[src/rtl/efaf_pkg.sv]
`default_nettype none
// ============================================================================
// efaf_pkg
// Shared types and constants for the frame admission filter.
// ============================================================================
package efaf_pkg;

    localparam int WORD_W       = 32;
    localparam int REG_W        = 16;
    localparam int WCOUNT_W     = 16;
    localparam int MAC_W        = 48;
    localparam int HDR_LEN      = 18;
    localparam int CFG_IDX_W    = 2;
    localparam int HIT_COUNT_BITS = 16;

    localparam logic [REG_W-1:0] HIT_LIMIT_RST   = 16'd64;
    localparam logic [REG_W-1:0] BUF_CAP_RST     = 16'd1024;
    localparam logic [REG_W-1:0] BUF_FILL_RST    = 16'd512;

    localparam logic [7:0]  TPID_HI    = 8'h81;
    localparam logic [7:0]  TPID_LO    = 8'h00;
    localparam logic [15:0] ETYPE_IPV4 = 16'h0800;
    localparam logic [15:0] ETYPE_ARP  = 16'h0806;
    localparam logic [2:0]  PCP_MIN    = 3'd3;

    typedef enum logic [CFG_IDX_W-1:0] {
        CFG_HIT_LIMIT = 2'd0,
        CFG_BUF_CAP   = 2'd1,
        CFG_BUF_FILL  = 2'd2
    } cfg_idx_t;

    typedef struct packed {
        logic [REG_W-1:0] hit_limit;
        logic [REG_W-1:0] buffer_capacity;
        logic [REG_W-1:0] buffer_fill;
    } efaf_cfg_t;

    // Header summary of one finished frame
    typedef struct packed {
        logic [MAC_W-1:0]    src_mac;
        logic                has_tag;
        logic [2:0]          pcp;
        logic                dei;
        logic                type_ok;
        logic [WCOUNT_W-1:0] words;
    } efaf_frame_t;

endpackage
`default_nettype wire

[src/rtl/efaf_if.sv]
`default_nettype none
// ============================================================================
// efaf_if
// Valid/ready channels: frame words in, verdicts out, register writes.
// ============================================================================
interface efaf_word_if;
    logic                          valid;
    logic                          ready;
    logic [efaf_pkg::WORD_W-1:0]   word_data;
    logic                          word_last;

    modport source (output valid, output word_data, output word_last, input ready);
    modport sink   (input valid, input word_data, input word_last, output ready);
endinterface

interface efaf_result_if;
    logic                          valid;
    logic                          ready;
    logic                          forward;
    logic [efaf_pkg::WCOUNT_W-1:0] frame_words;

    modport source (output valid, output forward, output frame_words, input ready);
    modport sink   (input valid, input forward, input frame_words, output ready);
endinterface

interface efaf_cfg_if;
    logic                           valid;
    logic                           ready;
    logic [efaf_pkg::CFG_IDX_W-1:0] index;
    logic [efaf_pkg::REG_W-1:0]     data;

    modport source (output valid, output index, output data, input ready);
    modport sink   (input valid, input index, input data, output ready);
endinterface
`default_nettype wire

[src/rtl/efaf_regs.sv]
`default_nettype none
// ============================================================================
// efaf_regs
// Configuration register file; writes always accepted.
// ============================================================================
module efaf_regs (
    input  wire logic           clk,
    input  wire logic           rst_n,
    efaf_cfg_if.sink            cfg,
    output efaf_pkg::efaf_cfg_t regs
);
    import efaf_pkg::*;

    efaf_cfg_t regs_reg;
    efaf_cfg_t regs_next;

    assign cfg.ready = 1'b1;
    assign regs      = regs_reg;

    always_comb
    begin
        regs_next = regs_reg;
        if (cfg.valid)
        begin
            unique case (cfg.index)
                CFG_HIT_LIMIT: regs_next.hit_limit       = cfg.data;
                CFG_BUF_CAP:   regs_next.buffer_capacity = cfg.data;
                CFG_BUF_FILL:  regs_next.buffer_fill     = cfg.data;
                default:       regs_next                 = regs_reg;
            endcase
        end
    end

    always_ff @(posedge clk or negedge rst_n)
    begin
        if (!rst_n)
        begin
            regs_reg.hit_limit       <= HIT_LIMIT_RST;
            regs_reg.buffer_capacity <= BUF_CAP_RST;
            regs_reg.buffer_fill     <= BUF_FILL_RST;
        end
        else
        begin
            regs_reg <= regs_next;
        end
    end

endmodule
`default_nettype wire

[src/rtl/efaf_capture.sv]
`default_nettype none
// ============================================================================
// efaf_capture
// Header capture and word count; registers a frame summary on the last word.
// ============================================================================
module efaf_capture (
    input  wire logic             clk,
    input  wire logic             rst_n,
    efaf_word_if.sink             word,
    input  wire logic             frame_take,
    output logic                  frame_valid,
    output efaf_pkg::efaf_frame_t frame
);
    import efaf_pkg::*;

    logic [7:0]          header_reg [HDR_LEN];
    logic [7:0]          hdr_merged [HDR_LEN];
    logic [WCOUNT_W-1:0] word_counter_reg;
    logic [WCOUNT_W-1:0] word_counter_next;
    logic [WCOUNT_W-1:0] words;
    logic                rec_valid_reg;
    efaf_frame_t         rec_reg;
    efaf_frame_t         rec_next;
    logic                accept;
    logic [15:0]         etype;

    assign word.ready  = !rec_valid_reg || frame_take;
    assign accept      = word.valid && word.ready;
    assign frame_valid = rec_valid_reg;
    assign frame       = rec_reg;

    // Each header octet comes from a fixed word and lane
    for (genvar b = 0; b < HDR_LEN; b++)
    begin : g_hdr
        localparam int WORD_IDX = b / 4;
        localparam int LANE     = b % 4;
        assign hdr_merged[b] = (word_counter_reg == WCOUNT_W'(WORD_IDX))
                             ? word.word_data[WORD_W-1-8*LANE -: 8]
                             : header_reg[b];
    end

    assign words = (word_counter_reg != {WCOUNT_W{1'b1}})
                 ? word_counter_reg + WCOUNT_W'(1) : word_counter_reg;
    assign word_counter_next = word.word_last ? '0 : words;

    always_comb
    begin
        rec_next.src_mac = {hdr_merged[6], hdr_merged[7], hdr_merged[8],
                            hdr_merged[9], hdr_merged[10], hdr_merged[11]};
        rec_next.has_tag = (hdr_merged[12] == TPID_HI) && (hdr_merged[13] == TPID_LO);
        etype            = rec_next.has_tag ? {hdr_merged[16], hdr_merged[17]}
                                            : {hdr_merged[12], hdr_merged[13]};
        rec_next.pcp     = hdr_merged[14][7:5];
        rec_next.dei     = hdr_merged[14][4];
        rec_next.type_ok = (etype == ETYPE_IPV4) || (etype == ETYPE_ARP);
        rec_next.words   = words;
    end

    always_ff @(posedge clk or negedge rst_n)
    begin
        if (!rst_n)
        begin
            for (int b = 0; b < HDR_LEN; b++)
            begin
                header_reg[b] <= '0;
            end
            word_counter_reg <= '0;
            rec_valid_reg    <= 1'b0;
        end
        else
        begin
            if (accept)
            begin
                for (int b = 0; b < HDR_LEN; b++)
                begin
                    header_reg[b] <= hdr_merged[b];
                end
                word_counter_reg <= word_counter_next;
            end
            if (accept && word.word_last)
            begin
                rec_valid_reg <= 1'b1;
            end
            else if (frame_take)
            begin
                rec_valid_reg <= 1'b0;
            end
        end
    end

    always_ff @(posedge clk)
    begin
        if (accept && word.word_last)
        begin
            rec_reg <= rec_next;
        end
    end

endmodule
`default_nettype wire

[src/rtl/efaf_decide.sv]
`default_nettype none
// ============================================================================
// efaf_decide
// Heavy-hitter source tracker, tag pressure rules and result register.
// ============================================================================
module efaf_decide #(
    parameter int COUNT_BITS = efaf_pkg::HIT_COUNT_BITS
) (
    input  wire logic             clk,
    input  wire logic             rst_n,
    input  wire logic             frame_valid,
    input  efaf_pkg::efaf_frame_t frame,
    input  efaf_pkg::efaf_cfg_t   regs,
    output logic                  frame_take,
    efaf_result_if.source         result
);
    import efaf_pkg::*;

    localparam int CMP_W = (COUNT_BITS > REG_W) ? COUNT_BITS : REG_W;

    logic [MAC_W-1:0]      tracked_reg;
    logic [COUNT_BITS-1:0] hit_count_reg;
    logic [COUNT_BITS-1:0] hit_inc;
    logic                  match;
    logic                  src_ok;
    logic [REG_W-1:0]      half_cap;
    logic [REG_W-1:0]      three_q_cap;
    logic                  tag_ok;
    logic                  out_valid_reg;
    logic                  forward_reg;
    logic [WCOUNT_W-1:0]   words_reg;

    assign frame_take = frame_valid && (!out_valid_reg || result.ready);

    assign match   = frame.src_mac == tracked_reg;
    assign hit_inc = (hit_count_reg != {COUNT_BITS{1'b1}})
                   ? hit_count_reg + COUNT_BITS'(1) : hit_count_reg;
    assign src_ok  = !match || (CMP_W'(hit_inc) < CMP_W'(regs.hit_limit));

    assign half_cap    = regs.buffer_capacity >> 1;
    assign three_q_cap = regs.buffer_capacity - (regs.buffer_capacity >> 2);
    assign tag_ok = !frame.has_tag
                 || !((frame.dei && (half_cap < regs.buffer_fill))
                   || ((frame.pcp < PCP_MIN) && (three_q_cap < regs.buffer_fill)));

    assign result.valid       = out_valid_reg;
    assign result.forward     = forward_reg;
    assign result.frame_words = words_reg;

    always_ff @(posedge clk or negedge rst_n)
    begin
        if (!rst_n)
        begin
            tracked_reg   <= '0;
            hit_count_reg <= '0;
            out_valid_reg <= 1'b0;
        end
        else
        begin
            if (frame_take)
            begin
                out_valid_reg <= 1'b1;
                if (match)
                begin
                    hit_count_reg <= hit_inc;
                end
                else if (hit_count_reg == '0)
                begin
                    tracked_reg <= frame.src_mac;
                end
                else
                begin
                    hit_count_reg <= hit_count_reg - COUNT_BITS'(1);
                end
            end
            else if (result.ready)
            begin
                out_valid_reg <= 1'b0;
            end
        end
    end

    always_ff @(posedge clk)
    begin
        if (frame_take)
        begin
            forward_reg <= src_ok && tag_ok && frame.type_ok;
            words_reg   <= frame.words;
        end
    end

endmodule
`default_nettype wire

[src/rtl/ethernet_frame_admission_filter.sv]
`default_nettype none
// ============================================================================
// ethernet_frame_admission_filter
// Header-based admit/discard decision for a stream of 32-bit frame words.
// ============================================================================
// Throughput: one word per cycle while input is not stalled, frames back
//   to back, down to one-word frames. A verdict passes the frame summary
//   register, then the result register, after its last word is accepted.
// Reset: rst_n asynchronous, active low; header, counters and tracker go to
//   zero, registers to hit_limit 64, buffer_capacity 1024, buffer_fill 512.
module ethernet_frame_admission_filter #(
    parameter int COUNT_BITS = efaf_pkg::HIT_COUNT_BITS
) (
    input  wire logic     clk,
    input  wire logic     rst_n,
    efaf_word_if.sink     word,
    efaf_cfg_if.sink      cfg,
    efaf_result_if.source result
);
    import efaf_pkg::*;

    // Pipeline:
    //   capture - merges each word into the 18-octet header copy and counts
    //             words; on the last word it registers a compact summary
    //             (source MAC, tag flag, PCP/DEI, ethertype verdict, count).
    //   decide  - runs the source tracker against that summary, applies the
    //             buffer pressure rules to tagged frames and holds the
    //             verdict in the result register.
    // The summary register parts input from output, so words keep flowing
    // while a verdict waits; input stalls only when both are full.

    efaf_cfg_t   regs;
    efaf_frame_t frame;
    logic        frame_valid;
    logic        frame_take;

    efaf_regs u_regs (
        .clk   (clk),
        .rst_n (rst_n),
        .cfg   (cfg),
        .regs  (regs)
    );

    efaf_capture u_capture (
        .clk         (clk),
        .rst_n       (rst_n),
        .word        (word),
        .frame_take  (frame_take),
        .frame_valid (frame_valid),
        .frame       (frame)
    );

    efaf_decide #(
        .COUNT_BITS (COUNT_BITS)
    ) u_decide (
        .clk         (clk),
        .rst_n       (rst_n),
        .frame_valid (frame_valid),
        .frame       (frame),
        .regs        (regs),
        .frame_take  (frame_take),
        .result      (result)
    );

    // A last word always lands in the summary register
    a_last_to_summary: assert property (@(posedge clk) disable iff (!rst_n)
        (word.valid && word.ready && word.word_last) |=> frame_valid)
        else $error("last word did not produce a frame summary");

    // A stalled summary keeps its contents
    a_summary_holds: assert property (@(posedge clk) disable iff (!rst_n)
        (frame_valid && !frame_take) |=> (frame_valid && $stable(frame)))
        else $error("frame summary changed while stalled");

    // A summary taken is offered as a result next cycle
    a_take_to_result: assert property (@(posedge clk) disable iff (!rst_n)
        frame_take |=> (result.valid && (result.frame_words == $past(frame.words))))
        else $error("taken summary not presented as result");

endmodule
`default_nettype wire
[src/flat_wrapper.sv]
// flat-port wrapper written by rule: the top's interface ports become plain ports
module ethernet_frame_admission_filter_flat import efaf_pkg::*;
#(
    parameter int COUNT_BITS = efaf_pkg::HIT_COUNT_BITS
)
  (clk, rst_n, word_valid, word_word_data, word_word_last, word_ready, cfg_valid, cfg_index, cfg_data, cfg_ready, result_valid, result_forward, result_frame_words, result_ready);
  efaf_word_if word_i ();
  efaf_cfg_if cfg_i ();
  efaf_result_if result_i ();
  input  wire logic clk;
  input  wire logic rst_n;
  input wire logic [$bits(word_i.valid)-1:0] word_valid;
  input wire logic [$bits(word_i.word_data)-1:0] word_word_data;
  input wire logic [$bits(word_i.word_last)-1:0] word_word_last;
  output wire logic [$bits(word_i.ready)-1:0] word_ready;
  input wire logic [$bits(cfg_i.valid)-1:0] cfg_valid;
  input wire logic [$bits(cfg_i.index)-1:0] cfg_index;
  input wire logic [$bits(cfg_i.data)-1:0] cfg_data;
  output wire logic [$bits(cfg_i.ready)-1:0] cfg_ready;
  output wire logic [$bits(result_i.valid)-1:0] result_valid;
  output wire logic [$bits(result_i.forward)-1:0] result_forward;
  output wire logic [$bits(result_i.frame_words)-1:0] result_frame_words;
  input wire logic [$bits(result_i.ready)-1:0] result_ready;
  assign word_i.valid = word_valid;
  assign word_i.word_data = word_word_data;
  assign word_i.word_last = word_word_last;
  assign word_ready = word_i.ready;
  assign cfg_i.valid = cfg_valid;
  assign cfg_i.index = cfg_index;
  assign cfg_i.data = cfg_data;
  assign cfg_ready = cfg_i.ready;
  assign result_valid = result_i.valid;
  assign result_forward = result_i.forward;
  assign result_frame_words = result_i.frame_words;
  assign result_i.ready = result_ready;
  ethernet_frame_admission_filter #(.COUNT_BITS(COUNT_BITS)) u_core (.clk(clk), .rst_n(rst_n), .word(word_i), .cfg(cfg_i), .result(result_i));
endmodule
[config.mk]
export PLATFORM = sky130hd
export DESIGN_NAME = ethernet_frame_admission_filter_flat
export DESIGN_NICKNAME = d
export VERILOG_FILES = /design/src/rtl/efaf_pkg.sv /design/src/rtl/efaf_if.sv /design/src/rtl/efaf_regs.sv /design/src/rtl/efaf_capture.sv /design/src/rtl/efaf_decide.sv /design/src/rtl/ethernet_frame_admission_filter.sv /design/src/flat_wrapper.sv
export SDC_FILE = /design/constraint.sdc
export NUM_CORES = 1
export LEC_CHECK = 0
export ABC_AREA = 1
export CORE_MARGIN = 2
export CORE_UTILIZATION = 50
export DETAILED_ROUTE_END_ITERATION = 10
export DONT_BUFFER_PORTS = 1
export PLACE_DENSITY = 0.71
export SLEW_MARGIN = 20
export SYNTH_ARGS = -nofsm -noshare
export SYNTH_HDL_FRONTEND = slang
export SYNTH_SLANG_ARGS = --single-unit
[constraint.sdc]
create_clock -name clk -period 11.65 [get_ports clk]
set_clock_uncertainty 0.05 [all_clocks]
set_input_delay 0.5825 -clock clk [delete_from_list [all_inputs] [get_ports clk]]
set_output_delay 0.5825 -clock clk [all_outputs]
set_load 0.01 [all_outputs]
==> impl_metrics.tcl, run 1 <==
set metrics [dict create \
    reg2reg_depth 11 \
    clock-sinks 301 \
    nets 1922 \
    n_fill_cell 2680 \
    max-cap-violations 0 \
    post_route_cells_drive_above_1_share_pct 5.473 \
    num_io_pins 76 \
    slew_violations 0 \
    globalplace.congestion 0.8726 \
    clk_pin_slew_ps 60 \
    syn_area_sq_um 15390 \
    tns_ps 0 \
    rows 64 \
    die_w_um 179.5 \
    synth_nets 1944 \
    cts_resized 0 \
    synth-edff-count 87 \
    cpMaxStageDelayCell "nand2_2" \
    drt_iter0_markers 857 \
    final.min_clock_period_ps 4030 \
    worstHoldPathCells 3 \
    crit_chain "xnor2_1, nand2_1, nor3_1, nand3_1, nor2_1, nand4_1, nand2_1, inv_2, nand2_2, nand2_1, o21ai_0" \
    power.leakage_nw 8.227 \
    placed_cells 2156 \
    start_kind "flop" \
    vias 11780 \
    viasPerCell 5.300 \
    cts_setup_buffers 0 \
    fin_crit_sh_pct 34.60 \
    ir_drop_v 0.0001362 \
    root_buffer "clkbuf_16" \
    status "completed" \
    clock.fmax_mhz 248.1 \
    area_growth_pct 9.965 \
    antenna_found_initial 0 \
    fp.dieArea_sq_um 32210 \
    detail-route-antenna-nets 0 \
    drc 0 \
    critPathRequiredTime_ps 11980 \
    synthDistinctLibCells 48 \
    yosysSeqAreaShare_pct 51.78 \
    cp.arrival_ps 4360 \
    rsz0062_at_grt "no" \
    core_sq_um 30430 \
    drt_wl_total_mm 33.33 \
    cpMostUsedCell "nand2_1" \
    worstSetupEndpointType "flop" \
    start_util_pct 50.59 \
    stdcell_count 2223 \
    grt-ovfl-total 0 \
    path_max_fanout 53 \
    slew_headroom_pct 32.55 \
    hpwlAfterDp_mm 22.18 \
    htreeDepth 2 \
    cts_buffers 35 \
    ys_seq_elements 301 \
    syn_inst 1822 \
    grt_max_degree 215 \
    powerDensity_nw_per_um2 223.0 \
    cts_buffer_depth 3 \
    clk_latency_ps 520 \
    worstSetupPathType "flop to flop" \
    finalSetupViolCount 0 \
    syn-mean-instance-area_sq_um 8.449 \
    die_h_um 179.5 \
    cpPeakStageDelay_ps 880 \
    hold_class "input port to flop" \
    insertedDiodeCount 0 \
    grt_pass1_wl_mm 55.71 \
    largest_reg_flops 84 \
    synth-async-reset-ratio_pct 71.10 \
    cts_tree "done" \
    ys_warn_count 0 \
    io_buffers 0 \
    drt-wirelength-per-cell_um 14.99 \
    first_pass_iters 5 \
    grt_pass1_vias 11430 \
    hold_viol_final 0 \
    worstMarginPinSlew_ps 1008 \
    postSynth.topFlopCell "dfrtp_1" \
    grt_use_total_pct 20.70 \
]
==> stage by stage <==
| step | power (mW) | cell area, sq um | util, % | hold slack (ps) | setup WS, ps |
|---|---|---|---|---|---|
| 2_1_floorplan | 2.385 | 15390 | - | 236.9 | 6987 |
| 3_3_place_gp | 2.573 | 15660 | 51.46 | 241.4 | 7841 |
| 3_5_place_dp | 2.637 | 15660 | 51.46 | 241.5 | 7649 |
| 4_1_cts | 3.797 | 16870 | 55.46 | 172.3 | 7659 |
| 5_1_grt | 4.054 | 16930 | 55.63 | 204.4 | 7235 |
| 6_report | 3.774 | 16930 | 55.63 | 194.4 | 7620 |
==> worst max-delay path: cells and delay by family, from the launching register on <==
family	cells	cell delay, ps
and+or+nand+nor	8	2740
DFF	1	410
buffers and inverters	1	380
xor gates and xnor gates	1	180
AOI/OAI and AO/OA	1	130
==> layout by cell type, fill, tap and decap left out, types with 14 or more instances in the layout <==
cell type / n
nand2_1: 602
dfrtp_1: 211
o21ai_0: 189
inv_1: 172
nor2_1: 90
edfxtp_1: 87
nand3_1: 78
ha_1: 65
a21oi_1: 56
xor2_1: 53
clkbuf_16: 35
xnor2_1: 32
nor3_1: 21
nand4_1: 16
inv_2: 14
==> path summary, 6_finish.rpt <==
kind,startpoint,endpoint,slack (ps)
worst max-delay path,u_core.u_capture.frame[32],u_core.u_decide.tracked_reg[13],7620
worst min-delay path,result_ready,u_core.u_decide.result.valid,190
worst max register to register,u_core.u_capture.frame[32],u_core.u_decide.tracked_reg[13],7620
worst min register to register,u_core.u_capture.frame[9],u_core.u_decide.result.frame_words[9],370
max in group asynchronous,rst_n,u_core.u_capture.word_counter_reg[2],9880
min in group asynchronous,rst_n,u_core.u_decide.hit_count_reg[13],700
==> synthesized netlist by cell type (all sizes together), types with 2 or more instances <==
library cell	instances	area, sq um
xor2	53	464.2
or2	5	31.28
edfxtp	87	2613
ha	65	813.3
clkbuf	45	170.2
nand4	19	137.6
clkinv	2	8.750
nor2	96	382.9
dfrtp	211	5280
buf	22	117.6
a211oi	2	15.01
a31oi	3	18.77
o22ai	9	56.30
nor3	21	105.1
nand3	82	410.4
nand2	607	2293
inv	185	694.4
o21bai	2	15.01
xnor2	32	280.3
dfstp	3	78.83
o21ai	198	990.9
a21oi	56	280.3
nor4	5	31.28
==> logic make-up after synthesis <==
family | after synthesis | synth area share (%)
AOI/OAI and AO/OA | 275 | 9.225
xor gates and xnor gates | 85 | 4.836
adders and majority gates | 66 | 5.413
buffers and inverters | 254 | 6.437
DFF | 301 | 51.78
muxes | 1 | 0.06503
other | 1 | 0.02436
and+or+nand+nor | 839 | 22.21
==> per-layer routing <==
| layer | share of wire [%] | wire, um | GRT usage, % |
|---|---|---|---|
| met5 | 0 | 0 | 0 |
| met4 | 2.8 | 947 | 6.764 |
| met3 | 4.3 | 1417 | 3.262 |
| met2 | 48 | 15990 | 34.90 |
| met1 | 45 | 14980 | 27.44 |
==> what timing repair did <==
action / in CTS / in global routing
endpoints found under the setup margin: 0 / 0
hold endpoints to repair: 214 / 42
hold buffers: 1 / 1
==> area by class of cell <==
class	instances	area (sq um)	area share [%]
sequential	301	7971	47.09
timing repair buffer	8	102.6	0.6061
tap	396	495.5	2.927
multi-input combinational	1267	6466	38.20
inverter	187	703.2	4.154
clock inverter	15	210.2	1.242
clock buffer	49	978.4	5.780
==> power by group <==
| group | total, mW | internal [mW] | leakage, nW | switching (mW) |
|---|---|---|---|---|
| Sequential | 1.58 | 1.39 | 3.65 | 0.198 |
| Combinational | 1.06 | 0.416 | 4.00 | 0.649 |
| Clock | 1.13 | 0.700 | 0.579 | 0.427 |
| Total | 3.77 | 2.50 | 8.23 | 1.27 |
(Power assumes the default switching activity.)
==> run 2: changes to the inputs <==
--- a/config.mk
+++ b/config.mk
@@ -5,12 +5,12 @@
 export SDC_FILE = /design/constraint.sdc
 export NUM_CORES = 1
 export LEC_CHECK = 0
-export ABC_AREA = 1
+export ABC_AREA = 0
 export CORE_MARGIN = 2
 export CORE_UTILIZATION = 50
 export DETAILED_ROUTE_END_ITERATION = 10
 export DONT_BUFFER_PORTS = 1
-export PLACE_DENSITY = 0.71
+export PLACE_DENSITY = 0.74
 export SLEW_MARGIN = 20
 export SYNTH_ARGS = -nofsm -noshare
 export SYNTH_HDL_FRONTEND = slang
==> constraint.sdc (replaced) <==
create_clock -name clk -period 3.4 [get_ports clk]
set_clock_uncertainty 0.05 [all_clocks]
set_input_delay 0.17 -clock clk [delete_from_list [all_inputs] [get_ports clk]]
set_output_delay 0.17 -clock clk [all_outputs]
set_load 0.01 [all_outputs]
==> run 2 against run 1 <==
The flow now finishes with violations (hold timing, setup timing). Total power rose to 3.9 times the previous value. Combinational power rose to 5.0 times the previous value. First-iteration DRC count fell by 20%. Utilization up 2.8 points. Worst setup slack got worse by 7800 ps. Sequential power rose to 3.5 times the previous value. Synthesized cell count down 28%. Area after synthesis decreased by 2.0%. Non-clock buffer count up 92. Global-route usage grew 1.3 points. Highest routed layer unchanged.
==> impl_metrics.tcl, run 2 <==
set metrics [dict create \
    clk_pin_slew_ps 60 \
    start_util_pct 50.79 \
    largest_reg_flops 84 \
    rsz0062_at_grt "yes" \
    hold_viol_final 214 \
    vias 10180 \
    cts_buffer_depth 3 \
    synthDistinctLibCells 71 \
    yosysSeqAreaShare_pct 52.81 \
    syn-mean-instance-area_sq_um 11.44 \
    io_buffers 0 \
    post_route_cells_drive_above_1_share_pct 19.96 \
    multi_input_area_sq_um 6631 \
    powerDensity_nw_per_um2 837.0 \
    synth-async-reset-ratio_pct 71.10 \
    power_switching_mw 4.780 \
    syn_area_sq_um 15090 \
    layout_common_cells "218 x nand2_1, 211 x dfrtp_1, 136 x mux2_2, 87 x edfxtp_1, 64 x ha_1" \
    cp.arrival_ps 3750 \
    synth_nets 1441 \
    start_kind "flop" \
    cts_setup_buffers 0 \
    reg2reg_to "u_core.u_decide.result.forward" \
    die_h_um 177.7 \
    first_pass_iters 5 \
    root_buffer "clkbuf_16" \
    path_max_fanout 3 \
    drt_wl_total_mm 33.58 \
    layout_commonest_cell "nand2_1" \
    pwr-share-comb_pct 36.8 \
    ys_top_cells_by_area "dfrtp_1 35%, edfxtp_1 17%, mux2_2 10%" \
    worstMarginPinSlew_ps 1000 \
    finalHoldWorstSlack_ps -700.0 \
    fin_crit_sh_pct 104.1 \
    rows 63 \
    grt-ovfl-total 0 \
    wl_met1_mm 14.45 \
    final.min_clock_period_ps 3539 \
    power_frac_clock_pct 25.5 \
    yosysTopAreaCell "dfrtp_1" \
    swShare_pct 32.88 \
    critPathRequiredTime_ps 3610 \
    ir_drop_v 0.0005423 \
    postSynth.topFlopCell "dfrtp_1" \
    worstSetupPathType "flop to flop" \
    globalplace.congestion 0.8669 \
    yosysTopAreaCellShare_pct 34.98 \
    wl_met3_mm 1.881 \
    clk_latency_ps 520 \
    power.total_mw 14.54 \
    detail-route-antenna-nets 0 \
    nets 1524 \
    wl_met2_mm 16.36 \
    grt_pass1_wl_mm 55.23 \
    layout_setup_ws_ps -138.5 \
    placed_cells 1705 \
    rrSetupSlack_ps -140 \
    routed.top_layer "met4" \
    p_int_mw 9.758 \
    hpwlAfterDp_mm 21.64 \
    worstReg2RegStart "u_core.u_regs.regs[16]" \
    cts_buffers 34 \
    clock-sinks 301 \
    cts_tree "done" \
    fp.dieArea_sq_um 31590 \
    finalSetupViolCount 1 \
    synth_most_common_cell "nand2_1" \
    dpl_worst_slack_ps -196.9 \
    grt_pass1_vias 10550 \
    grt_use_total_pct 21.98 \
    stdcell_count 1824 \
    worstSetupEndpointType "flop" \
    ctsHoldBuffers 51 \
    synth-edff-count 87 \
    drt-wirelength-per-cell_um 18.41 \
    syn_inst 1319 \
    p_seq_share_pct 37.7 \
    slew_violations 0 \
    viasPerCell 5.580 \
    core_sq_um 29720 \
    ys_seq_elements 301 \
    num_io_pins 76 \
    clock.fmax_mhz 282.6 \
    htreeDepth 2 \
    antenna_found_initial 6 \
    reg2reg_depth 15 \
    drc 0 \
    yosys-top-cells-count "219 x nand2_1, 211 x dfrtp_1, 136 x mux2_2, 87 x edfxtp_1, 65 x ha_1" \
    drt_iter0_markers 685 \
    seq_area_sq_um 7971 \
    violations "hold timing, setup timing" \
    area_growth_pct 15.07 \
    hold_class "input port to async pin" \
    status "finished, violations left" \
    max-cap-violations 0 \
    n_fill_cell 2378 \
    power.leakage_nw 7.702 \
    slew_headroom_pct 33.11 \
    grt_max_degree 215 \
    ys_warn_count 0 \
    die_w_um 177.7 \
]
[run 2: cell families (layout without fill, tap and decap cells)]
group | after synthesis | count (layout) | synth area share (%)
AO/OA/AOI/OAI | 175 | 175 | 7.237
buffers and inverters | 114 | 223 | 3.556
other | 1 | 7 | 0.02485
adder cells (fa/ha/maj) | 66 | 66 | 5.521
XOR/XNOR | 96 | 96 | 5.571
AND/OR/NAND/NOR | 398 | 398 | 12.26
flip-flops | 301 | 301 | 52.81
multiplexers | 168 | 168 | 13.02
[run 2: routing by layer]
metal  vias up  GRT usage (%)
met2       253          36.84
met4         0          7.343
met5         -              0
met3        70          4.413
met1      5041          28.55
li1       4814              -
[run 2: area by class of cell]
cell class / count / area share [%]
inverters: 61 / 1.318
clock buffers: 42 / 5.245
clock inverters: 20 / 1.261
repair buffers: 100 / 5.201
diodes: 6 / 0.08645
multi-input cells: 904 / 38.18
well taps: 390 / 2.810
flip-flops and latches: 301 / 45.90
[run 2: stage by stage]
| stage | utilization, % | setup TNS [ps] | area (sq um) |
|---|---|---|---|
| floorplan | - | 0 | 15110 |
| global placement | 52.79 | -111.6 | 15690 |
| detailed placement | 52.79 | -196.9 | 15690 |
| CTS | 58.36 | -164.4 | 17340 |
| global route | 58.43 | -357.5 | 17360 |
| finish | 58.44 | -138.5 | 17370 |
[run 2: worst max-delay path by stage]
stage	end	start	cells after the start
after global placement	u_core.u_decide.result.forward	u_core.u_regs.regs[18]	14
final	u_core.u_decide.result.forward	u_core.u_regs.regs[16]	15
after global routing	u_core.u_decide.result.forward	u_core.u_regs.regs[18]	13
after floorplan	u_core.u_decide.result.forward	u_core.u_regs.regs[19]	14
after detailed placement	u_core.u_decide.result.forward	u_core.u_regs.regs[18]	14
after CTS	u_core.u_decide.result.forward	u_core.u_regs.regs[18]	13
[run 2: power groups by stage]
| stage | registers [mW] | clock network (mW) | logic (mW) |
|---|---|---|---|
| global placement | 5.31 | 0 | 2.80 |
| floorplan | 5.22 | 0 | 2.36 |
| finish | 5.48 | 3.71 | 5.35 |
| CTS | 5.47 | 3.78 | 5.39 |
| detailed placement | 5.57 | 0 | 6.11 |
| global route | 5.59 | 3.92 | 5.97 |
[run 2: critical path, cell delays in order, from the launching register on]
cell and delay (ps):
dfrtp_1 380, inv_1 70, ha_2 180, fa_2 230
nor2b_4 50, o31a_1 270, o31a_1 270, o2111ai_2 240
a311oi_2 150, a211oi_2 190, xnor2_1 100, ha_1 180
a22oi_1 160, nand3_1 120, or4_1 510, o2111a_1 150
[run 2: repair_timing]
| item | CTS | global route |
|---|---|---|
| pin swaps | 0 | 0 |
| resized for setup | 4 | 4 |
| hold endpoints to repair | 417 | 214 |
| gates cloned | 0 | 0 |
| setup endpoints to repair | 1 | 1 |
